$ cat src/hw/rtl/stb_pkg.sv
// ----------------------------------------------------------------------------
// stb_pkg: shared types and constants of the software timer bank
// Operation and timer state codes, default sizes, field widths and the
// command and status bundles between the controller and the datapath.
// ----------------------------------------------------------------------------
package stb_pkg;

	localparam int DEF_NUM_PLAIN   = 16;
	localparam int DEF_NUM_MANAGED = 16;
	localparam int DEF_COUNT_WIDTH = 32;

	localparam int OP_W    = 3;
	localparam int IDX_W   = 4;
	localparam int TICK_W  = 16;
	localparam int VALUE_W = 32;
	localparam int STATE_W = 2;

	localparam int IN_BITS   = OP_W + IDX_W + TICK_W;
	localparam int IN_DATA_W = ((IN_BITS + 7) / 8) * 8;
	localparam int OUT_BITS   = VALUE_W + STATE_W;
	localparam int OUT_DATA_W = ((OUT_BITS + 7) / 8) * 8;

	typedef enum logic [OP_W-1:0] {
		OP_TICK         = 3'd0,
		OP_READ_PLAIN   = 3'd1,
		OP_CLEAR_PLAIN  = 3'd2,
		OP_READ_MANAGED = 3'd3,
		OP_STOP         = 3'd4,
		OP_START        = 3'd5,
		OP_PAUSE        = 3'd6,
		OP_CONTINUE     = 3'd7
	} op_t;

	typedef enum logic [STATE_W-1:0] {
		TMR_STOPPED = 2'd0,
		TMR_RUNNING = 2'd1,
		TMR_PAUSED  = 2'd2
	} tmr_state_t;

	typedef struct packed {
		logic clear_we;   // clearing pass writes zero at the sweep counter
		logic cnt_clr;    // restart the sweep counter
		logic cnt_inc;    // advance the sweep counter
		logic load_item;  // capture the incoming item
		logic sweep_rd;   // tick sweep reads at the sweep counter
		logic exec;       // finish the held item and load the result register
	} stb_cmd_t;

	typedef struct packed {
		logic cnt_last;   // sweep counter is on the last entry
		logic item_sweep; // incoming item is a tick with a nonzero count
		logic out_free;   // result register can take a new item
	} stb_status_t;

endpackage

$ cat src/hw/rtl/stb_ram.sv
// ----------------------------------------------------------------------------
// stb_ram: generic simple dual-port RAM
// One write port and one read port, registered read data, no reset.
// ----------------------------------------------------------------------------
module stb_ram #(
	parameter int WIDTH = 32,
	parameter int DEPTH = 16,
	parameter int AW    = (DEPTH > 1) ? $clog2(DEPTH) : 1
) (
	input  logic             clk,
	input  logic             we,
	input  logic [AW-1:0]    waddr,
	input  logic [WIDTH-1:0] wdata,
	input  logic [AW-1:0]    raddr,
	output logic [WIDTH-1:0] rdata
);

	logic [WIDTH-1:0] mem_q [DEPTH];
	logic [WIDTH-1:0] rdata_q;

	always_ff @(posedge clk) begin
		if (we) begin
			mem_q[waddr] <= wdata;
		end
		rdata_q <= mem_q[raddr];
	end

	assign rdata = rdata_q;

endmodule

$ cat src/hw/rtl/stb_ctrl.sv
// ----------------------------------------------------------------------------
// stb_ctrl: sequencing of the software timer bank
// Runs the clearing pass after reset, takes one item at a time and steps it
// through a single access or a sweep over all timers.
// ----------------------------------------------------------------------------
module stb_ctrl
	import stb_pkg::*;
(
	input  logic        clk,
	input  logic        arst_n,
	input  logic        s_tvalid,
	output logic        s_tready,
	output stb_cmd_t    cmd,
	input  stb_status_t status
);

	typedef enum logic [2:0] {
		ST_CLEAR,
		ST_IDLE,
		ST_READ,
		ST_SWEEP,
		ST_DRAIN,
		ST_EXEC
	} ctrl_state_t;

	ctrl_state_t state_q;
	logic        ready_q;

	always_ff @(posedge clk or negedge arst_n) begin
		if (!arst_n) begin
			state_q <= ST_CLEAR;
			ready_q <= 1'b0;
		end else begin
			case (state_q)
				ST_CLEAR: begin
					if (status.cnt_last) begin
						state_q <= ST_IDLE;
						ready_q <= 1'b1;
					end
				end
				ST_IDLE: begin
					if (s_tvalid) begin
						state_q <= status.item_sweep ? ST_SWEEP : ST_READ;
						ready_q <= 1'b0;
					end
				end
				ST_READ: begin
					state_q <= ST_EXEC;
				end
				ST_SWEEP: begin
					if (status.cnt_last) begin
						state_q <= ST_DRAIN;
					end
				end
				ST_DRAIN: begin
					state_q <= ST_EXEC;
				end
				ST_EXEC: begin
					if (status.out_free) begin
						state_q <= ST_IDLE;
						ready_q <= 1'b1;
					end
				end
				default: begin
					state_q <= ST_CLEAR;
					ready_q <= 1'b0;
				end
			endcase
		end
	end

	always_comb begin
		cmd = '0;
		case (state_q)
			ST_CLEAR: begin
				cmd.clear_we = 1'b1;
				cmd.cnt_inc  = 1'b1;
			end
			ST_IDLE: begin
				cmd.load_item = s_tvalid;
				cmd.cnt_clr   = s_tvalid;
			end
			ST_SWEEP: begin
				cmd.sweep_rd = 1'b1;
				cmd.cnt_inc  = 1'b1;
			end
			ST_EXEC: begin
				cmd.exec = status.out_free;
			end
			default: begin
				cmd = '0;
			end
		endcase
	end

	assign s_tready = ready_q;

endmodule

$ cat src/hw/rtl/stb_dp.sv
// ----------------------------------------------------------------------------
// stb_dp: datapath of the software timer bank
// Holds the item, the two counter memories, the sweep pipeline and the
// result register.
// ----------------------------------------------------------------------------
module stb_dp
	import stb_pkg::*;
#(
	parameter int NUM_PLAIN   = DEF_NUM_PLAIN,
	parameter int NUM_MANAGED = DEF_NUM_MANAGED,
	parameter int COUNT_WIDTH = DEF_COUNT_WIDTH
) (
	input  logic                  clk,
	input  logic                  arst_n,
	input  logic [IN_DATA_W-1:0]  s_tdata,
	output logic                  m_tvalid,
	input  logic                  m_tready,
	output logic [OUT_DATA_W-1:0] m_tdata,
	input  stb_cmd_t              cmd,
	output stb_status_t           status
);

	localparam int SWEEP_LEN = (NUM_PLAIN > NUM_MANAGED) ? NUM_PLAIN : NUM_MANAGED;
	localparam int SW        = (SWEEP_LEN > 1) ? $clog2(SWEEP_LEN) : 1;
	localparam int PAW       = (NUM_PLAIN > 1) ? $clog2(NUM_PLAIN) : 1;
	localparam int MAW       = (NUM_MANAGED > 1) ? $clog2(NUM_MANAGED) : 1;
	localparam int MWORD     = COUNT_WIDTH + STATE_W;
	localparam logic [8:0]    NP9      = 9'(NUM_PLAIN);
	localparam logic [8:0]    NM9      = 9'(NUM_MANAGED);
	localparam logic [SW-1:0] CNT_LAST = SW'(SWEEP_LEN - 1);

	// Incoming item fields.
	op_t               in_op;
	logic [TICK_W-1:0] in_ticks;

	// Held item.
	op_t               op_q;
	logic [IDX_W-1:0]  idx_q;
	logic [TICK_W-1:0] ticks_q;

	// Sweep counter and write-back stage.
	logic [SW-1:0] cnt_q;
	logic          sweep_v_s1;
	logic [SW-1:0] sweep_idx_s1;

	// Result register.
	logic               out_v_q;
	logic [VALUE_W-1:0] out_count_q;
	tmr_state_t         out_state_q;

	logic                   cnt_in_p, cnt_in_m, s1_in_p, s1_in_m, idx_in_p, idx_in_m;
	logic                   p_we, m_we;
	logic [PAW-1:0]         p_waddr, p_raddr;
	logic [MAW-1:0]         m_waddr, m_raddr;
	logic [COUNT_WIDTH-1:0] p_wdata, p_rdata;
	logic [MWORD-1:0]       m_wdata, m_rdata;
	logic [COUNT_WIDTH-1:0] m_count, ticks_ext;
	tmr_state_t             m_state, new_state;
	logic [COUNT_WIDTH-1:0] new_count;
	logic                   m_exec_we;
	logic [VALUE_W-1:0]     res_count;
	tmr_state_t             res_state;

	assign in_op    = op_t'(s_tdata[OP_W-1:0]);
	assign in_ticks = s_tdata[OP_W+IDX_W +: TICK_W];

	always_ff @(posedge clk) begin
		if (cmd.load_item) begin
			op_q    <= in_op;
			idx_q   <= s_tdata[OP_W +: IDX_W];
			ticks_q <= in_ticks;
		end
		sweep_idx_s1 <= cnt_q;
	end

	always_ff @(posedge clk or negedge arst_n) begin
		if (!arst_n) begin
			cnt_q      <= '0;
			sweep_v_s1 <= 1'b0;
		end else begin
			if (cmd.cnt_clr) begin
				cnt_q <= '0;
			end else if (cmd.cnt_inc) begin
				cnt_q <= cnt_q + 1'b1;
			end
			sweep_v_s1 <= cmd.sweep_rd;
		end
	end

	assign cnt_in_p = 9'(cnt_q) < NP9;
	assign cnt_in_m = 9'(cnt_q) < NM9;
	assign s1_in_p  = 9'(sweep_idx_s1) < NP9;
	assign s1_in_m  = 9'(sweep_idx_s1) < NM9;
	assign idx_in_p = {5'd0, idx_q} < NP9;
	assign idx_in_m = {5'd0, idx_q} < NM9;

	assign ticks_ext = COUNT_WIDTH'(ticks_q);
	assign m_count   = m_rdata[COUNT_WIDTH-1:0];
	assign m_state   = tmr_state_t'(m_rdata[MWORD-1:COUNT_WIDTH]);

	// Read addresses: the sweep counter during a tick sweep, else the held index.
	always_comb begin
		if (cmd.sweep_rd) begin
			p_raddr = cnt_in_p ? PAW'(cnt_q) : '0;
			m_raddr = cnt_in_m ? MAW'(cnt_q) : '0;
		end else begin
			p_raddr = idx_in_p ? PAW'(idx_q) : '0;
			m_raddr = idx_in_m ? MAW'(idx_q) : '0;
		end
	end

	// Outcome of a single-timer item.
	always_comb begin
		new_state = m_state;
		new_count = m_count;
		m_exec_we = 1'b0;
		res_count = '0;
		res_state = TMR_STOPPED;
		case (op_q)
			OP_TICK: begin
				res_count = '0;
			end
			OP_READ_PLAIN: begin
				if (idx_in_p) begin
					res_count = VALUE_W'(p_rdata);
				end
			end
			OP_CLEAR_PLAIN: begin
				res_count = '0;
			end
			default: begin
				if (idx_in_m) begin
					m_exec_we = 1'b1;
					case (op_q)
						OP_READ_MANAGED: res_count = VALUE_W'(m_count);
						OP_STOP:         new_state = TMR_STOPPED;
						OP_START: begin
							if (m_state == TMR_STOPPED) begin
								new_state = TMR_RUNNING;
								new_count = '0;
							end
						end
						OP_PAUSE: begin
							if (m_state == TMR_RUNNING) begin
								new_state = TMR_PAUSED;
							end
						end
						default: begin
							if (m_state == TMR_PAUSED) begin
								new_state = TMR_RUNNING;
							end
						end
					endcase
					res_state = new_state;
				end
			end
		endcase
	end

	// Write ports: clearing pass, sweep write-back or single-timer update.
	always_comb begin
		if (cmd.clear_we) begin
			p_we    = cnt_in_p;
			p_waddr = PAW'(cnt_q);
			p_wdata = '0;
			m_we    = cnt_in_m;
			m_waddr = MAW'(cnt_q);
			m_wdata = '0;
		end else if (sweep_v_s1) begin
			p_we    = s1_in_p;
			p_waddr = PAW'(sweep_idx_s1);
			p_wdata = p_rdata + ticks_ext;
			m_we    = s1_in_m && (m_state == TMR_RUNNING);
			m_waddr = MAW'(sweep_idx_s1);
			m_wdata = {TMR_RUNNING, m_count + ticks_ext};
		end else begin
			p_we    = cmd.exec && (op_q == OP_CLEAR_PLAIN) && idx_in_p;
			p_waddr = PAW'(idx_q);
			p_wdata = '0;
			m_we    = cmd.exec && m_exec_we;
			m_waddr = MAW'(idx_q);
			m_wdata = {new_state, new_count};
		end
	end

	stb_ram #(
		.WIDTH (COUNT_WIDTH),
		.DEPTH (NUM_PLAIN),
		.AW    (PAW)
	) u_plain_ram (
		.clk   (clk),
		.we    (p_we),
		.waddr (p_waddr),
		.wdata (p_wdata),
		.raddr (p_raddr),
		.rdata (p_rdata)
	);

	stb_ram #(
		.WIDTH (MWORD),
		.DEPTH (NUM_MANAGED),
		.AW    (MAW)
	) u_managed_ram (
		.clk   (clk),
		.we    (m_we),
		.waddr (m_waddr),
		.wdata (m_wdata),
		.raddr (m_raddr),
		.rdata (m_rdata)
	);

	always_ff @(posedge clk or negedge arst_n) begin
		if (!arst_n) begin
			out_v_q <= 1'b0;
		end else if (cmd.exec) begin
			out_v_q <= 1'b1;
		end else if (m_tready) begin
			out_v_q <= 1'b0;
		end
	end

	always_ff @(posedge clk) begin
		if (cmd.exec) begin
			out_count_q <= res_count;
			out_state_q <= res_state;
		end
	end

	assign m_tvalid = out_v_q;
	assign m_tdata  = {(OUT_DATA_W - OUT_BITS)'(0), out_state_q, out_count_q};

	assign status.cnt_last   = (cnt_q == CNT_LAST);
	assign status.item_sweep = (in_op == OP_TICK) && (in_ticks != '0);
	assign status.out_free   = !out_v_q || m_tready;

endmodule

$ cat src/hw/rtl/software_timer_bank.sv
// ----------------------------------------------------------------------------
// software_timer_bank: plain and managed elapsed-time counter banks
// Top level joining the sequencing controller and the counter datapath.
// ----------------------------------------------------------------------------
// Usage:
// Items enter on the s_ channel and each one gives exactly one item on the m_
// channel. An item carries an operation, a timer index and a tick count. A
// tick with a nonzero count adds the count to every plain timer and to every
// running managed timer; the other operations read, clear or command a single
// timer. Results carry the read count (zero for non-reads) and the state of the
// addressed managed timer (stopped for ticks and plain-timer operations).
// The block works on one item at a time. A single-timer item passes a memory
// read step and an update step that loads the result register. A nonzero
// tick walks all timers, one per cycle, through the read port of each counter
// memory with write-back in the following cycle, then takes a drain step and
// the update step. s_tready rises at the edge that loads the result, so the
// next item can be accepted in the cycle after that edge.
// After reset the block clears both memories, one entry per cycle, with
// s_tready low.
// A result waits in its output register while the receiver stalls; the next
// item is still accepted and runs up to its update step, where it holds until
// the output register is free.
// ----------------------------------------------------------------------------
module software_timer_bank
	import stb_pkg::*;
#(
	parameter int NUM_PLAIN   = DEF_NUM_PLAIN,
	parameter int NUM_MANAGED = DEF_NUM_MANAGED,
	parameter int COUNT_WIDTH = DEF_COUNT_WIDTH
) (
	input  logic                  clk,
	input  logic                  arst_n,
	input  logic                  s_tvalid,
	output logic                  s_tready,
	// s_tdata, from bit 0: operation[2:0], timer_index[6:3], tick_count[22:7],
	// zero fill[23].
	input  logic [IN_DATA_W-1:0]  s_tdata,
	output logic                  m_tvalid,
	input  logic                  m_tready,
	// m_tdata, from bit 0: count_value[31:0], timer_state[33:32],
	// zero fill[39:34].
	output logic [OUT_DATA_W-1:0] m_tdata
);

	// Commands from the controller and status back from the datapath.
	stb_cmd_t    cmd;
	stb_status_t status;

	stb_ctrl u_ctrl (
		.clk      (clk),
		.arst_n   (arst_n),
		.s_tvalid (s_tvalid),
		.s_tready (s_tready),
		.cmd      (cmd),
		.status   (status)
	);

	// The datapath captures the item only when the controller accepts it.
	stb_dp #(
		.NUM_PLAIN   (NUM_PLAIN),
		.NUM_MANAGED (NUM_MANAGED),
		.COUNT_WIDTH (COUNT_WIDTH)
	) u_dp (
		.clk      (clk),
		.arst_n   (arst_n),
		.s_tdata  (s_tdata),
		.m_tvalid (m_tvalid),
		.m_tready (m_tready),
		.m_tdata  (m_tdata),
		.cmd      (cmd),
		.status   (status)
	);

endmodule

$ cat config.mk
export PLATFORM = sky130hd
export DESIGN_NAME = software_timer_bank
export DESIGN_NICKNAME = d
export VERILOG_FILES = /design/src/hw/rtl/stb_pkg.sv /design/src/hw/rtl/stb_ram.sv /design/src/hw/rtl/stb_ctrl.sv /design/src/hw/rtl/stb_dp.sv /design/src/hw/rtl/software_timer_bank.sv
export SDC_FILE = /design/constraint.sdc
export NUM_CORES = 2
export LEC_CHECK = 0
export BUFFER_PORTS_ARGS = -buffer_cell sky130_fd_sc_hd__buf_4
export CAP_MARGIN = 20
export CORE_ASPECT_RATIO = 0.8
export CORE_MARGIN = 2
export CORE_UTILIZATION = 45
export CTS_BUF_LIST = sky130_fd_sc_hd__clkbuf_16
export DETAILED_ROUTE_END_ITERATION = 6
export GPL_TIMING_DRIVEN = 0
export HOLD_SLACK_MARGIN = 0.03
export PLACE_DENSITY = 0.66
export SLEW_MARGIN = 20
export SYNTH_ARGS = -nofsm -noshare
export SYNTH_HDL_FRONTEND = slang
export SYNTH_HIERARCHICAL = 1
export SYNTH_SLANG_ARGS = --single-unit
$ cat constraint.sdc
create_clock -name clk -period 10.2 [get_ports clk]
set_input_delay 2.04 -clock clk [delete_from_list [all_inputs] [get_ports clk]]
set_output_delay 2.04 -clock clk [all_outputs]
set_load 0.02 [all_outputs]
==> flow_results.xml <==
<?xml version="1.0" encoding="UTF-8"?>
<metrics>
  <group name="power">
    <metric name="power.density_cell_area" unit="nW/um^2">310</metric>
    <metric name="p_leak" unit="nW">17.7</metric>
    <metric name="p_total" unit="mW">16.7</metric>
    <metric name="ir_drop" unit="uV">154</metric>
  </group>
  <group name="global_route">
    <metric name="grt.total_usage" unit="">0.219</metric>
    <metric name="wire_length_of_the_first_global_routing_pass" unit="um">169000</metric>
    <metric name="overflow" unit="">0</metric>
    <metric name="antenna_found_initial" unit="">6</metric>
    <metric name="grt_pass1_vias" unit="">25056</metric>
    <metric name="grt_max_degree" unit="">25</metric>
  </group>
  <group name="sta">
    <metric name="finalMaxSlewViolations" unit="">0</metric>
    <metric name="period_needed" unit="ns">5.38</metric>
    <metric name="rsz0062_at_grt" unit="">no</metric>
    <metric name="maximum_clock_skew_at_final_layout" unit="ns">0.0261</metric>
    <metric name="total_negative_setup_slacks" unit="ns">0</metric>
    <metric name="fin_crit_sh" unit="">0.527</metric>
    <metric name="worst_slew_pin_slew" unit="ns">1.21</metric>
    <metric name="slew-limit-headroom" unit="">0.194</metric>
    <metric name="fmax" unit="MHz">186</metric>
    <metric name="final_hold_viol_count" unit="">0</metric>
    <metric name="timing.final.setup_violations" unit="">0</metric>
  </group>
  <group name="synthesis">
    <metric name="post-synth-top-area-fraction" unit="">0.716</metric>
    <metric name="synthesis.area" unit="um^2">46700</metric>
    <metric name="netlist.top_cell.by_area" unit="">sky130_fd_sc_hd__edfxtp_1</metric>
    <metric name="yosys_warnings" unit="">6</metric>
    <metric name="number_of_synthesized_flops_with_an_enable_pin" unit="">1113</metric>
    <metric name="netlist_instances" unit="">2367</metric>
    <metric name="ys_ff_latch" unit="">1193</metric>
    <metric name="post_synth_num_cell_types" unit="">71</metric>
    <metric name="yosysSeqAreaShare" unit="">0.751</metric>
    <metric name="synth_flop_cell" unit="">sky130_fd_sc_hd__edfxtp_1</metric>
    <metric name="synth.avg_cell_area" unit="um^2">19.7</metric>
    <metric name="ys_async_sr_fraction" unit="">0.00838</metric>
    <metric name="ys_top_cells_by_area" unit="">sky130_fd_sc_hd__edfxtp_1 (72%), sky130_fd_sc_hd__mux4_2 (13%), sky130_fd_sc_hd__dfxtp_1 (3.0%)</metric>
  </group>
  <group name="route">
    <metric name="first_iter_violations" unit="">3510</metric>
    <metric name="drt-met1-wl" unit="um">50400</metric>
    <metric name="top_signal_layer_used" unit="">met5</metric>
    <metric name="drcViolationCount" unit="">0</metric>
    <metric name="vias" unit="">25208</metric>
    <metric name="dr_wl_met3" unit="um">13400</metric>
    <metric name="dr.pass1.iters" unit="">5</metric>
    <metric name="routed_wire_length_per_instance" unit="um">28.1</metric>
    <metric name="drtAntennaViolNets" unit="">0</metric>
    <metric name="vias_per_cell" unit="">6.12</metric>
    <metric name="detailroute.wirelength.met2" unit="um">49500</metric>
    <metric name="drt_wl_total" unit="um">116000</metric>
  </group>
  <group name="finish">
    <metric name="final_cell_mix" unit="">sky130_fd_sc_hd__edfxtp_1 (1113), sky130_fd_sc_hd__mux4_2 (264), sky130_fd_sc_hd__a22oi_1 (133), sky130_fd_sc_hd__buf_4 (123), sky130_fd_sc_hd__nand2_1 (121)</metric>
    <metric name="n_fill_cell" unit="">7960</metric>
    <metric name="most_frequent_standard_cell_in_the_layout_excluding_fill_and_tap_cells" unit="">sky130_fd_sc_hd__edfxtp_1</metric>
    <metric name="post_route_cells_drive_above_1_share" unit="">0.263</metric>
    <metric name="n_antenna_cell" unit="">0</metric>
    <metric name="final_cell_area" unit="um^2">53900</metric>
    <metric name="syn_to_final_growth" unit="%">15.5</metric>
    <metric name="design.final.nets" unit="">2695</metric>
  </group>
  <group name="clock_network">
    <metric name="cts.repair_timing.setup_buffer_count" unit="">0</metric>
    <metric name="ctsLongestPathBuffers" unit="">3</metric>
    <metric name="cts_hold_buffers" unit="">0</metric>
    <metric name="tritoncts_num_sinks" unit="">1193</metric>
    <metric name="cts_resized" unit="">0</metric>
    <metric name="clock_latency_on_the_worst_skew_pair" unit="ns">0.69</metric>
    <metric name="cts_tree" unit="">built</metric>
    <metric name="htree_levels" unit="">3</metric>
    <metric name="cts_buffers" unit="">109</metric>
    <metric name="clockRootBuffer" unit="">sky130_fd_sc_hd__clkbuf_16</metric>
    <metric name="path_clk_slew" unit="ns">0.06</metric>
  </group>
  <group name="critical_path">
    <metric name="timing.critical_path.slowest_cell_delay" unit="ns">0.74</metric>
    <metric name="worst_path_most_repeated_cell" unit="">sky130_fd_sc_hd__buf_4</metric>
    <metric name="worst-endpoint-required" unit="ns">10.57</metric>
    <metric name="timing.critical_path.max_delay_family" unit="">simple AND/OR/NAND/NOR gates</metric>
    <metric name="ordered_list_of_cells_on_the_worst_path" unit="">buf_4, nand2b_1, nand2_1, nor3_2, buf_4, buf_6, nand2b_1, o21ai_0, nand3_1, nor3_2, buf_4, buf_4, buf_4, buf_4</metric>
    <metric name="cpMaxStageDelayCell" unit="">sky130_fd_sc_hd__nor3_2</metric>
    <metric name="timing.critical_path.from_type" unit="">primary input</metric>
    <metric name="crit_type" unit="">primary input to flip-flop</metric>
    <metric name="timing.critical_path.buf_inv" unit="">7</metric>
    <metric name="critPathCaptureType" unit="">flip-flop</metric>
    <metric name="worst-path-max-fanout" unit="">8</metric>
    <metric name="worstPathArrival" unit="ns">5.75</metric>
  </group>
  <group name="die">
    <metric name="die_x" unit="um">364</metric>
    <metric name="floorplan.die.height" unit="um">292</metric>
    <metric name="die-area" unit="um^2">106000</metric>
    <metric name="num_io_pins" unit="">70</metric>
    <metric name="start_util" unit="">0.454</metric>
    <metric name="num_rows" unit="">105</metric>
    <metric name="design.core.area" unit="um^2">103000</metric>
  </group>
  <group name="job">
    <metric name="max_cap_violations" unit="">0</metric>
  </group>
  <group name="min_path">
    <metric name="worst_hold_path_type" unit="">flip-flop to flip-flop</metric>
  </group>
  <group name="placed_design">
    <metric name="buffer_ports.inserted" unit="">62</metric>
    <metric name="post_dp_cell_area" unit="um^2">50400</metric>
    <metric name="gp_congestion" unit="">0.932</metric>
    <metric name="hpwl" unit="um">78400</metric>
  </group>
  <group name="status">
    <metric name="outcome" unit="">complete, no violations</metric>
  </group>
</metrics>
-- cell usage after synthesis (all sizes together), types with 2 or more instances --
master	number
a22o	33
xnor2	16
nand2	121
nor4	11
mux2i	15
nand3	25
a21oi	40
or3	3
and4	3
xor2	25
dfxtp	70
ha	33
or2	11
or3b	2
buf	62
inv	16
nand3b	4
o21ai	43
mux4	264
dfrtp	10
and3	8
nand2b	18
a21o	11
nor4b	3
o211ai	16
nor2b	8
or4	2
o41ai	8
o31ai	3
clkbuf	64
o21a	3
nand4	14
edfxtp	1113
and2	7
a22oi	133
mux2	5
a31oi	6
a211oi	9
fa	2
nor2	95
nor3b	3
nor3	16
-- cells by family after synthesis --
| logic type | after synthesis | share of synthesized area |
|---|---|---|
| flip-flops | 1193 | 0.751 |
| AND/OR/NAND/NOR | 357 | 0.0368 |
| AO/OA/AOI/OAI | 314 | 0.0483 |
| multiplexers | 284 | 0.132 |
| buffers and inverters | 142 | 0.0145 |
| XOR/XNOR | 41 | 0.00769 |
| adder cells (fa/ha/maj) | 35 | 0.00970 |
| other | 1 | 0.0000803 |
-- metrics by stage --
step            util  cells  hold WS [ns]  setup WS, ns
3_5_place_dp   0.490   3911         0.466          4.30
5_1_grt        0.525   4117         0.513          4.78
3_3_place_gp   0.476   3825         0.442         -3.04
4_1_cts        0.525   4116         0.478          5.01
6_report       0.525   4117         0.496          4.82
2_1_floorplan      -   2372         0.413          1.69
-- routing by layer --
layer	GRT usage	up-vias
met5	0	-
met4	0.0492	2
met3	0.0506	174
met2	0.311	1433
met1	0.344	13304
li1	-	10295
-- flip-flops by register name, summed over array words and instances (netlist names), 2 cells and up --
name / cells
u_ctrl/state_q: 3
u_dp/u_plain_ram/mem_q: 512
u_dp/out_count_q: 32
u_dp/cnt_q: 4
u_dp/u_managed_ram/mem_q: 544
u_dp/u_managed_ram/rdata: 34
u_dp/sweep_idx_s1: 4
u_dp/out_state_q: 2
u_dp/ticks_q: 16
u_dp/idx_q: 4
u_dp/u_plain_ram/rdata: 32
u_dp/op_q: 3
-- power breakdown --
part / internal [mW] / total (mW) / switching, mW
Sequential: 6.85 / 7.21 / 0.362
Combinational: 1.97 / 5.49 / 3.52
Clock: 2.27 / 4.03 / 1.76
Total: 11.1 / 16.7 / 5.64
-- area by class of cell --
type                            count  area, um^2  share of cell area
Clock buffer                      110        2750              0.0510
Clock inverter                     95         783              0.0145
Tap cell                         1391        1740              0.0323
Sequential cell                  1193       35100               0.650
Inverter                           16        60.1             0.00111
Buffer                            126         616              0.0114
Multi-Input combinational cell   1037       11300               0.210
Timing Repair Buffer              149        1600              0.0296
-- worst paths after layout --
kind                       cells past startpoint                         endpoint            start  slack, ns
setup reg to reg                              10  u_dp/u_managed_ram/mem_q[12][7]  u_dp/sweep_v_s1       5.01
setup / recovery                              14  u_dp/u_managed_ram/mem_q[12][7]         m_tready       4.82
hold reg to reg                                0             u_dp/sweep_idx_s1[3]    u_dp/cnt_q[3]       0.50
min in group asynchronous                      1                  u_ctrl/s_tready           arst_n       1.19
max in group asynchronous                      1                  u_dp/sweep_v_s1           arst_n       8.86
hold / removal                                 0             u_dp/sweep_idx_s1[3]    u_dp/cnt_q[3]       0.50
(Power assumes the default switching activity.)
